[src/hw/rtl/b64d_pkg.sv]
package b64d_pkg;

   localparam int B64D_CHAR_W      = 8;
   localparam int B64D_SEXTET_W    = 6;
   localparam int B64D_GROUP_BYTES = 3;
   localparam int B64D_QUEUE_DEPTH = 4;

   // byte count of a closed group: 0 to 3
   typedef logic [1:0] b64d_count_type;

   typedef struct packed {
      logic [B64D_GROUP_BYTES-1:0][B64D_CHAR_W-1:0] bytes;
      b64d_count_type                               count;
   } b64d_group_type;

   typedef struct packed {
      logic valid;
      b64d_group_type group;
   } b64d_push_type;

   typedef struct packed {
      logic ready;
      logic empty;
      logic full;
   } b64d_status_type;

endpackage

[src/hw/rtl/b64d_req_if.sv]
interface b64d_req_if import b64d_pkg::*; ();
   logic                   valid;
   logic                   ready;
   logic [B64D_CHAR_W-1:0] in_char;
   logic                   text_end;

   modport source (output valid, output in_char, output text_end, input ready);
   modport sink   (input valid, input in_char, input text_end, output ready);
endinterface

[src/hw/rtl/b64d_rsp_if.sv]
interface b64d_rsp_if import b64d_pkg::*; ();
   logic                   valid;
   logic                   ready;
   logic [B64D_CHAR_W-1:0] out_byte;
   logic                   run_last;

   modport source (output valid, output out_byte, output run_last, input ready);
   modport sink   (input valid, input out_byte, input run_last, output ready);
endinterface

[src/hw/rtl/base64_decoder_top.sv]
// Streaming base64 decoder.
//
// req_chan carries one text character per word (in_char) and text_end, set on
// the final character of a text. Characters fill groups of four slots; a
// character outside the alphabet (padding '=' too) fills a slot with zero and
// does not count as valid. A group closes on its fourth character or on
// text_end and yields zero to three bytes.
// rsp_chan carries one decoded byte per word; run_last marks the final byte
// of the group closed by one input word.
// A closed group is registered into the queue; its first byte is offered once
// earlier groups are delivered; the rest follow one per cycle unless stalled.
// Throughput: one character per cycle while req_chan.ready is high. A group of
// n characters yields at most n-1 bytes, so the output keeps pace; closed
// groups wait in a small group queue (QUEUE_DEPTH entries) drained one byte per
// cycle while the receiver is ready. When it stalls, the queue fills and
// req_chan.ready drops only once all QUEUE_DEPTH entries hold undelivered groups.
// Reset (synchronous, active high) empties the queue and opens a fresh group.
module base64_decoder_top import b64d_pkg::*; #(
   parameter int QUEUE_DEPTH = B64D_QUEUE_DEPTH
) (
   input  logic       clock,
   input  logic       reset,
   b64d_req_if.sink   req_chan,
   b64d_rsp_if.source rsp_chan
);

   b64d_push_type   push;
   b64d_status_type status;
   logic            req_accept;
   logic            rsp_accept;

   // hold off new characters only while every queue entry is taken
   assign req_chan.ready = status.ready;
   assign req_accept     = req_chan.valid && req_chan.ready;
   assign rsp_chan.valid = !status.empty;
   assign rsp_accept     = rsp_chan.valid && rsp_chan.ready;

   // gather slots and pack bytes when a group closes
   b64d_group u_group (
      .clock    (clock),
      .reset    (reset),
      .accept   (req_accept),
      .in_char  (req_chan.in_char),
      .text_end (req_chan.text_end),
      .push     (push)
   );

   // queue closed groups, advance one byte per accepted output word
   b64d_queue #(
      .DEPTH (QUEUE_DEPTH)
   ) u_queue (
      .clock    (clock),
      .reset    (reset),
      .push     (push),
      .pop      (rsp_accept),
      .out_byte (rsp_chan.out_byte),
      .run_last (rsp_chan.run_last),
      .status   (status)
   );

`ifndef NO_ASSERTIONS
   // a reset always leaves the output channel empty
   a_reset_empty: assert property (@(posedge clock)
      reset |=> !rsp_chan.valid)
      else $error("output valid after reset");

   // a group is never dropped: a closing push only happens with room in the queue
   a_push_room: assert property (@(posedge clock) disable iff (reset)
      push.valid |-> !status.full)
      else $error("group pushed into a full queue");

   // bytes of one group follow without a gap
   a_group_cont: assert property (@(posedge clock) disable iff (reset)
      (rsp_accept && !rsp_chan.run_last) |=> rsp_chan.valid)
      else $error("group ended without run_last");
`endif

endmodule

[src/hw/rtl/b64d_group.sv]
module b64d_group import b64d_pkg::*; (
   input  logic                   clock,
   input  logic                   reset,
   input  logic                   accept,
   input  logic [B64D_CHAR_W-1:0] in_char,
   input  logic                   text_end,
   output b64d_push_type          push
);

   localparam logic [1:0] LAST_POS = 2'd3;

   logic [B64D_SEXTET_W-1:0] slot0_ff, slot1_ff, slot2_ff;
   logic [B64D_SEXTET_W-1:0] slot0_in, slot1_in, slot2_in;
   logic [1:0]               pos_ff, pos_in;
   logic [1:0]               vcnt_ff, vcnt_in;

   logic [B64D_SEXTET_W-1:0] sx;
   logic                     ok;
   logic [B64D_SEXTET_W-1:0] s0, s1, s2, s3;
   logic [2:0]               total;
   logic                     close;
   b64d_count_type           nbytes;

   // map a character to its sextet; anything outside the alphabet maps to zero
   always_comb begin
      ok = 1'b1;
      sx = '0;
      if (in_char >= "A" && in_char <= "Z") begin
         sx = B64D_SEXTET_W'(in_char - 8'("A"));
      end else if (in_char >= "a" && in_char <= "z") begin
         sx = B64D_SEXTET_W'(in_char - 8'("a") + 8'd26);
      end else if (in_char >= "0" && in_char <= "9") begin
         sx = B64D_SEXTET_W'(in_char - 8'("0") + 8'd52);
      end else if (in_char == 8'("+")) begin
         sx = 6'd62;
      end else if (in_char == 8'("/")) begin
         sx = 6'd63;
      end else begin
         ok = 1'b0;
      end
   end

   // slots past the current one read as zero when the group closes
   always_comb begin
      s0 = (pos_ff == 2'd0) ? sx : slot0_ff;
      s1 = (pos_ff == 2'd1) ? sx : ((pos_ff > 2'd1) ? slot1_ff : '0);
      s2 = (pos_ff == 2'd2) ? sx : ((pos_ff > 2'd2) ? slot2_ff : '0);
      s3 = (pos_ff == LAST_POS) ? sx : '0;
      total = {1'b0, vcnt_ff} + {2'b00, ok};
      case (total)
         3'd2:    nbytes = 2'd1;
         3'd3:    nbytes = 2'd2;
         3'd4:    nbytes = 2'd3;
         default: nbytes = 2'd0;
      endcase
      close = (pos_ff == LAST_POS) || text_end;
   end

   always_comb begin
      push.valid          = accept && close && (nbytes != 2'd0);
      push.group.count    = nbytes;
      push.group.bytes[0] = {s0, s1[5:4]};
      push.group.bytes[1] = {s1[3:0], s2[5:2]};
      push.group.bytes[2] = {s2[1:0], s3};
   end

   always_comb begin
      slot0_in = slot0_ff;
      slot1_in = slot1_ff;
      slot2_in = slot2_ff;
      pos_in   = pos_ff;
      vcnt_in  = vcnt_ff;
      if (accept) begin
         if (close) begin
            slot0_in = '0;
            slot1_in = '0;
            slot2_in = '0;
            pos_in   = '0;
            vcnt_in  = '0;
         end else begin
            case (pos_ff)
               2'd0:    slot0_in = sx;
               2'd1:    slot1_in = sx;
               default: slot2_in = sx;
            endcase
            pos_in  = pos_ff + 2'd1;
            vcnt_in = vcnt_ff + {1'b0, ok};
         end
      end
   end

   always_ff @(posedge clock) begin
      if (reset) begin
         slot0_ff <= '0;
         slot1_ff <= '0;
         slot2_ff <= '0;
         pos_ff   <= '0;
         vcnt_ff  <= '0;
      end else begin
         slot0_ff <= slot0_in;
         slot1_ff <= slot1_in;
         slot2_ff <= slot2_in;
         pos_ff   <= pos_in;
         vcnt_ff  <= vcnt_in;
      end
   end

endmodule

[src/hw/rtl/b64d_queue.sv]
module b64d_queue import b64d_pkg::*; #(
   parameter int DEPTH = B64D_QUEUE_DEPTH
) (
   input  logic                   clock,
   input  logic                   reset,
   input  b64d_push_type          push,
   input  logic                   pop,
   output logic [B64D_CHAR_W-1:0] out_byte,
   output logic                   run_last,
   output b64d_status_type        status
);

   localparam int PTR_W = (DEPTH > 1) ? $clog2(DEPTH) : 1;
   localparam int CNT_W = $clog2(DEPTH + 1);
   localparam logic [PTR_W-1:0] LAST_PTR = PTR_W'(DEPTH - 1);
   localparam logic [CNT_W-1:0] FULL_CNT = CNT_W'(DEPTH);

   b64d_group_type   mem_ff [DEPTH];
   logic [PTR_W-1:0] wr_ptr_ff, wr_ptr_in;
   logic [PTR_W-1:0] rd_ptr_ff, rd_ptr_in;
   logic [CNT_W-1:0] cnt_ff, cnt_in;
   logic [1:0]       idx_ff, idx_in;

   b64d_group_type head;
   logic           head_done;
   logic           do_push;

   assign head = mem_ff[rd_ptr_ff];

   always_comb begin
      case (idx_ff)
         2'd0:    out_byte = head.bytes[0];
         2'd1:    out_byte = head.bytes[1];
         default: out_byte = head.bytes[2];
      endcase
      run_last  = (idx_ff == head.count - 2'd1);
      head_done = pop && run_last;
      do_push   = push.valid && !status.full;
   end

   assign status.empty = (cnt_ff == '0);
   assign status.full  = (cnt_ff == FULL_CNT);
   assign status.ready = !status.full;

   always_comb begin
      wr_ptr_in = wr_ptr_ff;
      rd_ptr_in = rd_ptr_ff;
      idx_in    = idx_ff;
      cnt_in    = cnt_ff;
      if (do_push) begin
         wr_ptr_in = (wr_ptr_ff == LAST_PTR) ? '0 : wr_ptr_ff + PTR_W'(1);
      end
      if (pop) begin
         if (head_done) begin
            rd_ptr_in = (rd_ptr_ff == LAST_PTR) ? '0 : rd_ptr_ff + PTR_W'(1);
            idx_in    = '0;
         end else begin
            idx_in = idx_ff + 2'd1;
         end
      end
      case ({do_push, head_done})
         2'b10:   cnt_in = cnt_ff + CNT_W'(1);
         2'b01:   cnt_in = cnt_ff - CNT_W'(1);
         default: cnt_in = cnt_ff;
      endcase
   end

   always_ff @(posedge clock) begin
      if (do_push) begin
         mem_ff[wr_ptr_ff] <= push.group;
      end
   end

   always_ff @(posedge clock) begin
      if (reset) begin
         wr_ptr_ff <= '0;
         rd_ptr_ff <= '0;
         cnt_ff    <= '0;
         idx_ff    <= '0;
      end else begin
         wr_ptr_ff <= wr_ptr_in;
         rd_ptr_ff <= rd_ptr_in;
         cnt_ff    <= cnt_in;
         idx_ff    <= idx_in;
      end
   end

endmodule
[src/flat_wrapper.sv]
// flat-port wrapper written by rule: the top's interface ports become plain ports
module base64_decoder_top_flat import b64d_pkg::*;
#(
   parameter int QUEUE_DEPTH = B64D_QUEUE_DEPTH
)
  (clock, reset, req_chan_valid, req_chan_in_char, req_chan_text_end, req_chan_ready, rsp_chan_valid, rsp_chan_out_byte, rsp_chan_run_last, rsp_chan_ready);
  b64d_req_if req_chan_i ();
  b64d_rsp_if rsp_chan_i ();
  input  logic clock;
  input  logic reset;
  input wire logic [$bits(req_chan_i.valid)-1:0] req_chan_valid;
  input wire logic [$bits(req_chan_i.in_char)-1:0] req_chan_in_char;
  input wire logic [$bits(req_chan_i.text_end)-1:0] req_chan_text_end;
  output wire logic [$bits(req_chan_i.ready)-1:0] req_chan_ready;
  output wire logic [$bits(rsp_chan_i.valid)-1:0] rsp_chan_valid;
  output wire logic [$bits(rsp_chan_i.out_byte)-1:0] rsp_chan_out_byte;
  output wire logic [$bits(rsp_chan_i.run_last)-1:0] rsp_chan_run_last;
  input wire logic [$bits(rsp_chan_i.ready)-1:0] rsp_chan_ready;
  assign req_chan_i.valid = req_chan_valid;
  assign req_chan_i.in_char = req_chan_in_char;
  assign req_chan_i.text_end = req_chan_text_end;
  assign req_chan_ready = req_chan_i.ready;
  assign rsp_chan_valid = rsp_chan_i.valid;
  assign rsp_chan_out_byte = rsp_chan_i.out_byte;
  assign rsp_chan_run_last = rsp_chan_i.run_last;
  assign rsp_chan_i.ready = rsp_chan_ready;
  base64_decoder_top #(.QUEUE_DEPTH(QUEUE_DEPTH)) u_core (.clock(clock), .reset(reset), .req_chan(req_chan_i), .rsp_chan(rsp_chan_i));
endmodule
[config.mk]
export PLATFORM = sky130hd
export DESIGN_NAME = base64_decoder_top_flat
export DESIGN_NICKNAME = d
export VERILOG_FILES = /design/src/hw/rtl/b64d_pkg.sv /design/src/hw/rtl/b64d_req_if.sv /design/src/hw/rtl/b64d_rsp_if.sv /design/src/hw/rtl/base64_decoder_top.sv /design/src/hw/rtl/b64d_group.sv /design/src/hw/rtl/b64d_queue.sv /design/src/flat_wrapper.sv
export SDC_FILE = /design/constraint.sdc
export NUM_CORES = 1
export LEC_CHECK = 0
export ABC_CLOCK_PERIOD_IN_PS = 3700
export BUFFER_PORTS_ARGS = -buffer_cell sky130_fd_sc_hd__buf_2
export CAP_MARGIN = 30
export CORE_ASPECT_RATIO = 0.75
export CORE_UTILIZATION = 50
export CTS_CLUSTER_DIAMETER = 30
export CTS_CLUSTER_SIZE = 12
export DETAILED_ROUTE_END_ITERATION = 8
export GPL_ROUTABILITY_DRIVEN = 0
export PLACE_DENSITY = 0.7
export SLEW_MARGIN = 30
export SYNTH_ARGS = -nofsm -noshare
export SYNTH_HDL_FRONTEND = slang
export SYNTH_HIERARCHICAL = 1
export SYNTH_SLANG_ARGS = --single-unit
[constraint.sdc]
create_clock -name clock -period 3.7 [get_ports clock]
set_clock_uncertainty 0.05 [all_clocks]
set_input_delay 0.185 -clock clock [delete_from_list [all_inputs] [get_ports clock]]
set_output_delay 0.185 -clock clock [all_outputs]
set_load 0.01 [all_outputs]
Word level (Yosys, flattened, before mapping)
Memories as Yosys holds them, arrays and structs flattened. A register that Yosys moved wholly into a read port is not among the register bits.
Index checks and enable logic that the tools add are counted.
- equality and inequality tests: 16
- $add $sub $neg: 14
- reduce and logical (&&, ||, !) cells: 22
- muxes and demuxes: 33
- $lt $le $gt $ge: 8
- operators by type and width (kind ; number):
    $mux W6 ; 16
    $eq A8 B6 Y1 const B ; 2
    $ge A8 B7 Y1 const B ; 2
    $le A8 B7 Y1 const B ; 2
    $pmux W8 S2 ; 1
    $mux W2 ; 7
    $sub A6 B6 Y6 const B ; 2
    $eq A2 B2 Y1 const B ; 5
    $logic_and A1 B1 Y1 ; 9
    $add A2 B1 Y2 const B ; 4
    $ge A8 B6 Y1 const B ; 1
    $le A8 B6 Y1 const B ; 1
    $mux W1 ; 7
    $add A6 B5 Y6 const B ; 1
    $add A6 B6 Y6 const B ; 1
    $eq A2 B1 Y1 const B ; 3
    $eq A3 B2 Y1 const B ; 2
    $eq A3 B3 Y1 const B ; 2
    $pmux W2 S3 ; 1
    $pmux W3 S2 ; 1
    $reduce_and A2 Y1 ; 3
    $reduce_bool A2 Y1 ; 3
    $sub A6 B1 Y6 const B ; 1
    $logic_not A2 Y1 ; 2
    other kinds (13) ; 14
- memories kept: 1
- logic and storage cells: 103
- output and inout bits: 11
- flip-flop bits (word level): 31
- input port bits: 13
- bits in writable memories: 104
- memory list (name ; depth ; width ; rd ports ; clocked after memory_dff ; wr ports ; line ; RTL):
    u_core.u_queue.mem_ff ; 4 ; 26 ; 1 ; 1 ; 1 ; b64d_queue.sv:18 ; b64d_group_type mem_ff [DEPTH];

Depth between registers and ports, before layout
Gate-level depths: netlist of the first run.
- word-level depth: 14
- gate-level depth with buffers: 20
- mapped depth without buffers: 19

Modules after synthesis
The synthesis of the first run kept the hierarchy.
- modules (own cells, without submodules) (module ; instances ; sequential area each (µm²) ; cells an instance ; area each (µm²)):
    b64d_queue ; 1 ; 3343.2 ; 226 ; 4549.4
    b64d_group ; 1 ; 440.4 ; 228 ; 1799.2
    base64_decoder_top ; 1 ; 0.0 ; 3 ; 16.3

Least setup slack after synthesis of the first run
Ideal clock, no wire load.
- path kind: input to register
- start: input req_chan_in_char[2]
- end: register u_core.u_queue.cnt_ff[2]
- arrival time: 3.590 ns
- library setup time: 0.070 ns
- setup slack: -0.010 ns
- buffers on the path: 1
- stages on the path: 20
- required time: 3.580 ns
- cell sequence: buf_6 > inv_1 > ha_1 > a21bo_2 > nor2_1 > or3_1 > nand2_1 > or3_1 > ha_1 > ha_1 > nor2_1 > nand2_1 > a21oi_1 > nand2_1 > ha_1 > inv_1 > fa_1 > xor2_1 > or3_1 > a21oi_1
- RTL lines (element ; line ; RTL):
    start: declaration ; flat_wrapper.sv:12 ; input wire logic [$bits(req_chan_i.in_char)-1:0] req_chan_in_char;
    end signal: assignment ; b64d_queue.sv:83 ; cnt_ff <= cnt_in;
    end: declaration ; b64d_queue.sv:21 ; logic [CNT_W-1:0] cnt_ff, cnt_in;

==> results of run 1 <==
[critical path: cells and delay by family]
kind	cells	cell delay (ns)
adders and majority gates	5	1.32
buffers and inverters	3	0.27
AOI/OAI and AO/OA	4	0.56
xor gates and xnor gates	1	0.16
and+or+nand+nor	7	1.16
[layout make-up]
type	count	area, µm²	share of cell area
Clock inverter	14	148	0.0200
Sequential cell	137	3780	0.512
Inverter	20	75.1	0.0102
Tap cell	166	208	0.0281
Clock buffer	17	425	0.0575
Timing Repair Buffer	48	353	0.0477
Multi-Input combinational cell	279	2400	0.324
[final timing paths]
kind	end	cells past startpoint
worst max register to register	u_core/u_queue/cnt_ff[2]$_SDFFE_PP0P_	9
worst min-delay path	u_core/u_queue/cnt_ff[0]$_SDFFE_PP0P_	2
worst max-delay path	u_core/u_queue/cnt_ff[2]$_SDFFE_PP0P_	20
worst min register to register	u_core/u_group/slot1_ff[1]$_SDFFE_PP0P_	2
[where the power goes]
| part | leakage [nW] | total [mW] | internal (mW) | switching, mW |
|---|---|---|---|---|
| Combinational | 1.06 | 0.148 | 0.0539 | 0.0938 |
| Clock | 0.282 | 1.63 | 0.992 | 0.641 |
| Sequential | 1.25 | 1.65 | 1.65 | 0.00354 |
[layout by cell type (no fill, tap or decap), types with 2 or more instances in the layout]
cell type	n
a211oi_2	2
a21oi_1	19
a221o_1	8
and2_1	2
and3_1	6
buf_12	4
buf_2	23
buf_4	21
bufinv_16	2
clkbuf_16	17
clkinv_2	3
clkinv_4	3
dfxtp_1	32
edfxtp_1	104
ha_1	25
inv_1	19
inv_6	4
mux2i_1	16
mux2i_2	2
mux4_2	25
nand2_1	45
nand2b_1	7
nand3_1	8
nand3b_1	2
nor2_1	21
nor2b_1	12
nor3_1	4
nor4b_1	2
o21ai_0	20
o21ai_1	8
or3_1	6
or3b_1	2
xor2_1	2
[flip-flops by register name, summed over array words and instances, names as in the netlist, named ones only]
register / cells
u_core/u_queue/mem_ff: 104
u_core/u_group/slot0_ff: 6
u_core/u_group/slot1_ff: 6
u_core/u_group/slot2_ff: 6
u_core/u_queue/cnt_ff: 3
u_core/u_group/pos_ff: 2
u_core/u_group/vcnt_ff: 2
u_core/u_queue/idx_ff: 2
u_core/u_queue/rd_ptr_ff: 2
u_core/u_queue/wr_ptr_ff: 2
[per-layer routing]
metal | vias up | GRT usage | part of all wire
li1 | 1828 | - | -
met1 | 1906 | 0.281 | 0.47
met2 | 98 | 0.340 | 0.48
met3 | 14 | 0.0494 | 0.044
met4 | 0 | 0.0628 | 0.0091
met5 | - | 0 | 0
[per-stage QoR]
stage                util  worst slack (ns)  instance area, µm²
finish              0.599             0.326                7390
global route        0.599             0.115                7390
CTS                 0.599             0.332                7390
detailed placement  0.552           -0.0491                6820
global placement    0.552            0.0747                6820
floorplan               -            0.0500                6360
==> impl_metrics.ini, run 1 <==
[critical_path]
cpMaxStageDelayCell = or3_1
cp.required_ns = 3.99
end_kind = register
cp-start-kind = input pin
crit_fanout = 5
crit_chain = buf_2 > inv_1 > ha_1 > a21oi_1 > a211oi_2 > or3_4 > nand2_1 > or3_1 > ha_1 > ha_1 > nor2_1 > nand2_1 > a21oi_1 > nand2_1 > ha_1 > inv_1 > fa_1 > xor2_1 > or3_1 > a21oi_1
cpPeakStageDelay_ns = 0.38
r2r_slack_ns = 0.78
worstPathArrival_ns = 3.67
worstSetupPathType = input pin to register
cp_common_cell = ha_1
crit_start = req_chan_in_char[2]

[timing]
fin_crit_sh = 0.912
timing.slew.headroom = 0.544
fmax_ghz = 0.296
finalSetupTns_ns = 0
setup_violations = 0
worstMarginPinSlew_ns = 0.682
rsz0062_at_grt = no
fin_crit_ns = 3.37
whs_ns = 0.0869
final_max_slew_viol_count = 0
finalHoldViolCount = 0

[pwr]
p_per_area_nw_per_um2 = 464
p_leak_nw = 2.59
ir_worst_vdd_uv = 331
power_mw = 3.43

[job]
maxCapViolCount = 0

[grt]
grt_pass1_vias = 3937
grt_antenna_before_repair = 0
grt_max_degree = 27
overflow = 0
grt_pass1_wl_mm = 20.7
grt.total_usage = 0.209

[place]
portBuffers = 23
numPlacedInstances = 650
hpwl_mm = 8.33

[final_layout]
area_growth_pct = 16.2
final_nets = 542
final_cell_count_no_fill = 681
insertedDiodeCount = 0
layout-drive-gt1-share = 0.245
fill_cells = 1000

[route]
vias = 3846
dr.pass1.iters = 5
route.detailed.drc = 0
ant_nets = 0
drt-initial-drc-count = 336
wl_per_cell_um = 18.7
vias_per_cell = 5.65
routed_wl_mm = 12.7

[floorplan]
die_y_um = 99.7
coreArea_um2 = 12300
die_width_um = 132
fp.dieArea_um2 = 13200
start_util = 0.515
rows = 35
io_pins = 24

[clock_network]
cts_resized = 0
clock_latency_ns = 0.41
clk_path_buf_depth = 2
path_clk_slew_ns = 0.06
cts.root.buffer_cell = clkbuf_16
holdBufCountCts = 0
postCtsSetupBuffers = 0
h-tree-depth = 4
cts_tree = yes
clkSinkCount = 137
numCtsBuffers = 17

[logic_synthesis]
syn_nets = 495
netlist_instances = 456
netlist_area_um2 = 6360
syn_area_per_cell_um2 = 13.9
yosysWarnings = 6

[status]
status = complete, no violations

[min_path]
worstHoldStart = reset
hold_class = input pin to register
Power figures use the tool's default switching activity.
==> inputs of run 2 (changes only) <==
==> constraint.sdc (replaced) <==
create_clock -name clock -period 3.7 [get_ports clock]
set_clock_uncertainty 0.05 [all_clocks]
set_input_delay 0.74 -clock clock [delete_from_list [all_inputs] [get_ports clock]]
set_output_delay 0.74 -clock clock [all_outputs]
set_load 0.01 [all_outputs]
==> impl_metrics.ini, run 2 (synthesized netlist as in run 1, its figures left out) <==
[route]
route.detailed.drc = 0
top_layer = met4
dr.pass1.iters = 5
wl_per_cell_um = 18.8
vias = 3982
wl_met1_mm = 5.86
dr_wl_met3_um = 691
vias_per_cell = 5.70
routed_wl_mm = 13.1
wl_met2_mm = 6.37
ant_nets = 0
drt-initial-drc-count = 259

[critical_path]
crit_fanout = 5
worstPathArrival_ns = 3.89
reg2reg_depth = 9
cp.required_ns = 4.00
cp-start-kind = input pin
end_kind = register
worstSetupPathType = input pin to register

[final_layout]
fin_util = 0.620
final_nets = 559
layout-drive-gt1-share = 0.310
largest_reg_flops = 104
insertedDiodeCount = 0
design_area_um2 = 7650
mostFrequentLayoutCells = 104 x edfxtp_1, 44 x nand2_1, 38 x buf_4
area_growth_pct = 20.3
final_cell_count_no_fill = 699
top_register = u_core/u_queue/mem_ff
final_common_cell = edfxtp_1

[place]
numPlacedInstances = 666
hpwl_mm = 8.66
placed_cell_area_um2 = 7020
portBuffers = 23

[pwr]
ir_worst_vdd_uv = 364
p_leak_nw = 2.68
p_per_area_nw_per_um2 = 462
power_mw = 3.54

[clock_network]
cts_tree = yes
h-tree-depth = 4
clock_latency_ns = 0.41
clk_path_buf_depth = 2
clkSinkCount = 137
path_clk_slew_ns = 0.06
cts.root.buffer_cell = clkbuf_16
numCtsBuffers = 17

[floorplan]
io_pins = 24
coreArea_um2 = 12300
rows = 35
fp.dieArea_um2 = 13200
start_util = 0.515
die_y_um = 99.7
die_width_um = 132

[job]
maxCapViolCount = 0

[timing]
timing.slew.headroom = 0.581
fmax_ghz = 0.278
final_max_slew_viol_count = 0
fin_crit_ns = 3.59
rsz0062_at_grt = no
setup_violations = 0
finalHoldViolCount = 0
finalSetupTns_ns = 0
worstMarginPinSlew_ns = 0.620
fin_crit_sh = 0.971

[grt]
grt_antenna_before_repair = 0
grt_pass1_wl_mm = 21.3
grt_max_degree = 27
grt_pass1_vias = 4058
overflow = 0
grt.total_usage = 0.219

[min_path]
min_path_cells = 2
hold_class = register to register

[status]
status = complete, no violations
-- run 2: metal layers --
| metal | vias to the layer above | global-route usage |
|---|---|---|
| li1 | 1861 | - |
| met1 | 1990 | 0.291 |
| met2 | 110 | 0.356 |
| met3 | 21 | 0.0545 |
| met4 | 0 | 0.0734 |
| met5 | - | 0 |
-- run 2: final timing paths --
kind	from	to	slack (ns)
hold / removal	u_core/u_group/slot1_ff[4]$_SDFFE_PP0P_	u_core/u_group/slot1_ff[4]$_SDFFE_PP0P_	0.40
setup / recovery	req_chan_in_char[0]	u_core/u_queue/cnt_ff[2]$_SDFFE_PP0P_	0.11
hold reg to reg	u_core/u_group/slot1_ff[4]$_SDFFE_PP0P_	u_core/u_group/slot1_ff[4]$_SDFFE_PP0P_	0.40
setup reg to reg	register	u_core/u_queue/cnt_ff[2]$_SDFFE_PP0P_	0.84
-- run 2: power breakdown --
group,internal (mW),leakage [nW],switching [mW]
combinational,0.0700,1.14,0.101
clock,1.10,0.295,0.614
sequential,1.65,1.25,0.00350
total,2.82,2.68,0.718
-- run 2: metrics by stage --
step	hold slack, ns	setup slack (ns)
2_1_floorplan	0.375	-0.180
3_3_place_gp	0.384	-0.253
3_5_place_dp	0.391	-0.351
4_1_cts	0.399	0.0777
5_1_grt	0.432	0.00797
6_report	0.397	0.105
-- run 2: critical path, cell delays in order --
cell and delay [ns]:
buf_2 0.11, inv_2 0.06, ha_1 0.20, a21bo_4 0.22, nor2_4 0.12, or3_4 0.13, nand2_2 0.05, or3_4 0.33
ha_2 0.19, ha_4 0.30, nor2_1 0.05, nand2_1 0.08, a21oi_2 0.06, nand2_1 0.09, ha_2 0.19, inv_2 0.04
fa_2 0.33, xor2_1 0.15, or3_1 0.31, a21oi_1 0.14
-- run 2: area by class of cell --
class / count / area, µm²
fillers: 948 / 4690
flip-flops and latches: 137 / 3780
multi-input cells: 279 / 2490
repair buffers: 65 / 483
clock buffers: 22 / 464
well taps: 166 / 208
clock inverters: 10 / 143
inverters: 20 / 80.1
-- run 2: what timing repair did --
| item | 4_1_cts | 5_1_grt |
|---|---|---|
| setup buffers | 0 | 1 |
| hold buffers | 0 | 0 |
| resized for setup | 0 | 4 |
| endpoints found under the setup margin | 0 | 1 |
==> inputs of run 3 (changes only) <==
PLACE_DENSITY = default   (was 0.7)
PLACE_DENSITY_LB_ADDON = 0.25   (was default)
==> impl_metrics.ini, run 3 (synthesized netlist as in run 1, its figures left out) <==
[final_layout]
area_growth_pct = 20.7
mostFrequentLayoutCells = 104 x edfxtp_1, 43 x nand2_1, 40 x buf_4
layout-drive-gt1-share = 0.316
multi_input_area_um2 = 2510
final_nets = 558
top_register = u_core/u_queue/mem_ff
insertedDiodeCount = 0
design_area_um2 = 7680
fill_cells = 953
final_common_cell = edfxtp_1
largest_reg_flops = 104
regArea_um2 = 3780

[critical_path]
critPathBufInv = 3
cpPeakStageDelay_ns = 0.38
crit_chain = buf_4 > buf_4 > and3_1 > a211oi_2 > or3_4 > nand2_2 > or3_1 > ha_2 > ha_4 > nor2_2 > nand2_1 > a21oi_2 > nand2_2 > ha_4 > inv_2 > fa_2 > xor2_1 > or3_1 > a21oi_2
worstSetupPathType = input pin to register
cp-start-kind = input pin
end_kind = register
cpMaxStageDelayCell = or3_1
worstPathArrival_ns = 3.88
path_delay_family = simple AND/OR/NAND/NOR gates
crit_fanout = 5
cp.required_ns = 4.00

[floorplan]
start_util = 0.515
io_pins = 24
fp.dieArea_um2 = 13200
die_width_um = 132
coreArea_um2 = 12300
rows = 35
die_y_um = 99.7

[grt]
grt_max_degree = 27
grt.total_usage = 0.223
grt_pass1_vias = 4180
grt_pass1_wl_mm = 21.8
overflow = 0
grt_antenna_before_repair = 0

[clock_network]
numCtsBuffers = 17
clk_path_buf_depth = 2
clkSinkCount = 137
path_clk_slew_ns = 0.06
cts_tree = yes
cts.root.buffer_cell = clkbuf_16
h-tree-depth = 4
clock_latency_ns = 0.41

[route]
vias_per_cell = 5.72
drt-initial-drc-count = 280
ant_nets = 0
routed_wl_mm = 13.5
wl_per_cell_um = 19.3
dr.pass1.iters = 4
vias = 3990
route.detailed.drc = 0

[timing]
fmax_ghz = 0.279
finalHoldViolCount = 0
rsz0062_at_grt = yes
finalSetupTns_ns = 0
fin_crit_ns = 3.58
final_max_slew_viol_count = 0
fin_crit_sh = 0.967
setup_violations = 0
worstMarginPinSlew_ns = 0.705
timing.slew.headroom = 0.525

[pwr]
p_leak_nw = 2.68
p_per_area_nw_per_um2 = 464
ir_worst_vdd_uv = 380
power_mw = 3.57

[job]
maxCapViolCount = 0

[status]
status = complete, no violations

[place]
placed_cell_area_um2 = 7020
hpwl_mm = 8.80
portBuffers = 23

[min_path]
hold_class = register to register
==> run 3: changes by cell type in the layout (fill, tap and decap cells not counted), sizes merged <==
cell    change
inv         +5
clkbuf      -6
clkinv      -1
==> run 3: worst register-to-register path: stages, from the launching register on <==
cell     delay, ns
dfxtp_2       0.36
mux4_2        0.56
xnor2_4       0.20
mux2i_2       0.47
ha_4          0.21
inv_2         0.03
fa_2          0.32
xor2_1        0.15
or3_1         0.38
a21oi_2       0.12
==> run 3: worst paths after layout <==
check,from,depth (start not counted),to,slack [ns]
max,req_chan_in_char[1],19,u_core/u_queue/cnt_ff[2]$_SDFFE_PP0P_,0.12
min,u_core/u_group/slot0_ff[1]$_SDFFE_PP0P_,2,u_core/u_group/slot0_ff[1]$_SDFFE_PP0P_,0.40
max reg2reg,register,9,u_core/u_queue/cnt_ff[2]$_SDFFE_PP0P_,0.78
min reg2reg,u_core/u_group/slot0_ff[1]$_SDFFE_PP0P_,2,u_core/u_group/slot0_ff[1]$_SDFFE_PP0P_,0.40
==> run 3: cell type report <==
class | instances | share of cell area
clock inverters | 14 | 0.0244
flip-flops and latches | 137 | 0.493
repair buffers | 64 | 0.0626
inverters | 20 | 0.0108
well taps | 166 | 0.0271
multi-input cells | 279 | 0.327
clock buffers | 17 | 0.0554
==> run 3: per-layer routing <==
metal	GRT usage	wire length, µm	share of wire	vias up
met5	0	0	0	-
met1	0.287	5890	0.44	1992
met2	0.372	6530	0.49	124
met4	0.0840	252	0.019	0
met3	0.0535	792	0.059	18
li1	-	-	-	1856
==> run 3: where the power goes <==
group / internal, mW / switching [mW] / total (mW)
combinational: 0.0705 / 0.103 / 0.173
clock: 1.07 / 0.666 / 1.74
sequential: 1.65 / 0.00349 / 1.65
total: 2.79 / 0.773 / 3.57
==> run 3: through the flow <==
step           hold slack [ns]  std cells  utilization  worst slack [ns]
6_report                 0.402        697        0.622             0.122
5_1_grt                  0.427        697        0.622           -0.0258
4_1_cts                  0.402        696        0.618            0.0368
3_5_place_dp             0.392        665        0.568            -0.390
3_3_place_gp             0.384        665        0.568            -0.287
2_1_floorplan            0.375        456            -            -0.180
==> run 3: repair_timing <==
item,in CTS,in global routing
gates resized for setup,0,12
setup endpoints to repair,0,2
hold buffers,0,0
setup buffers,0,1
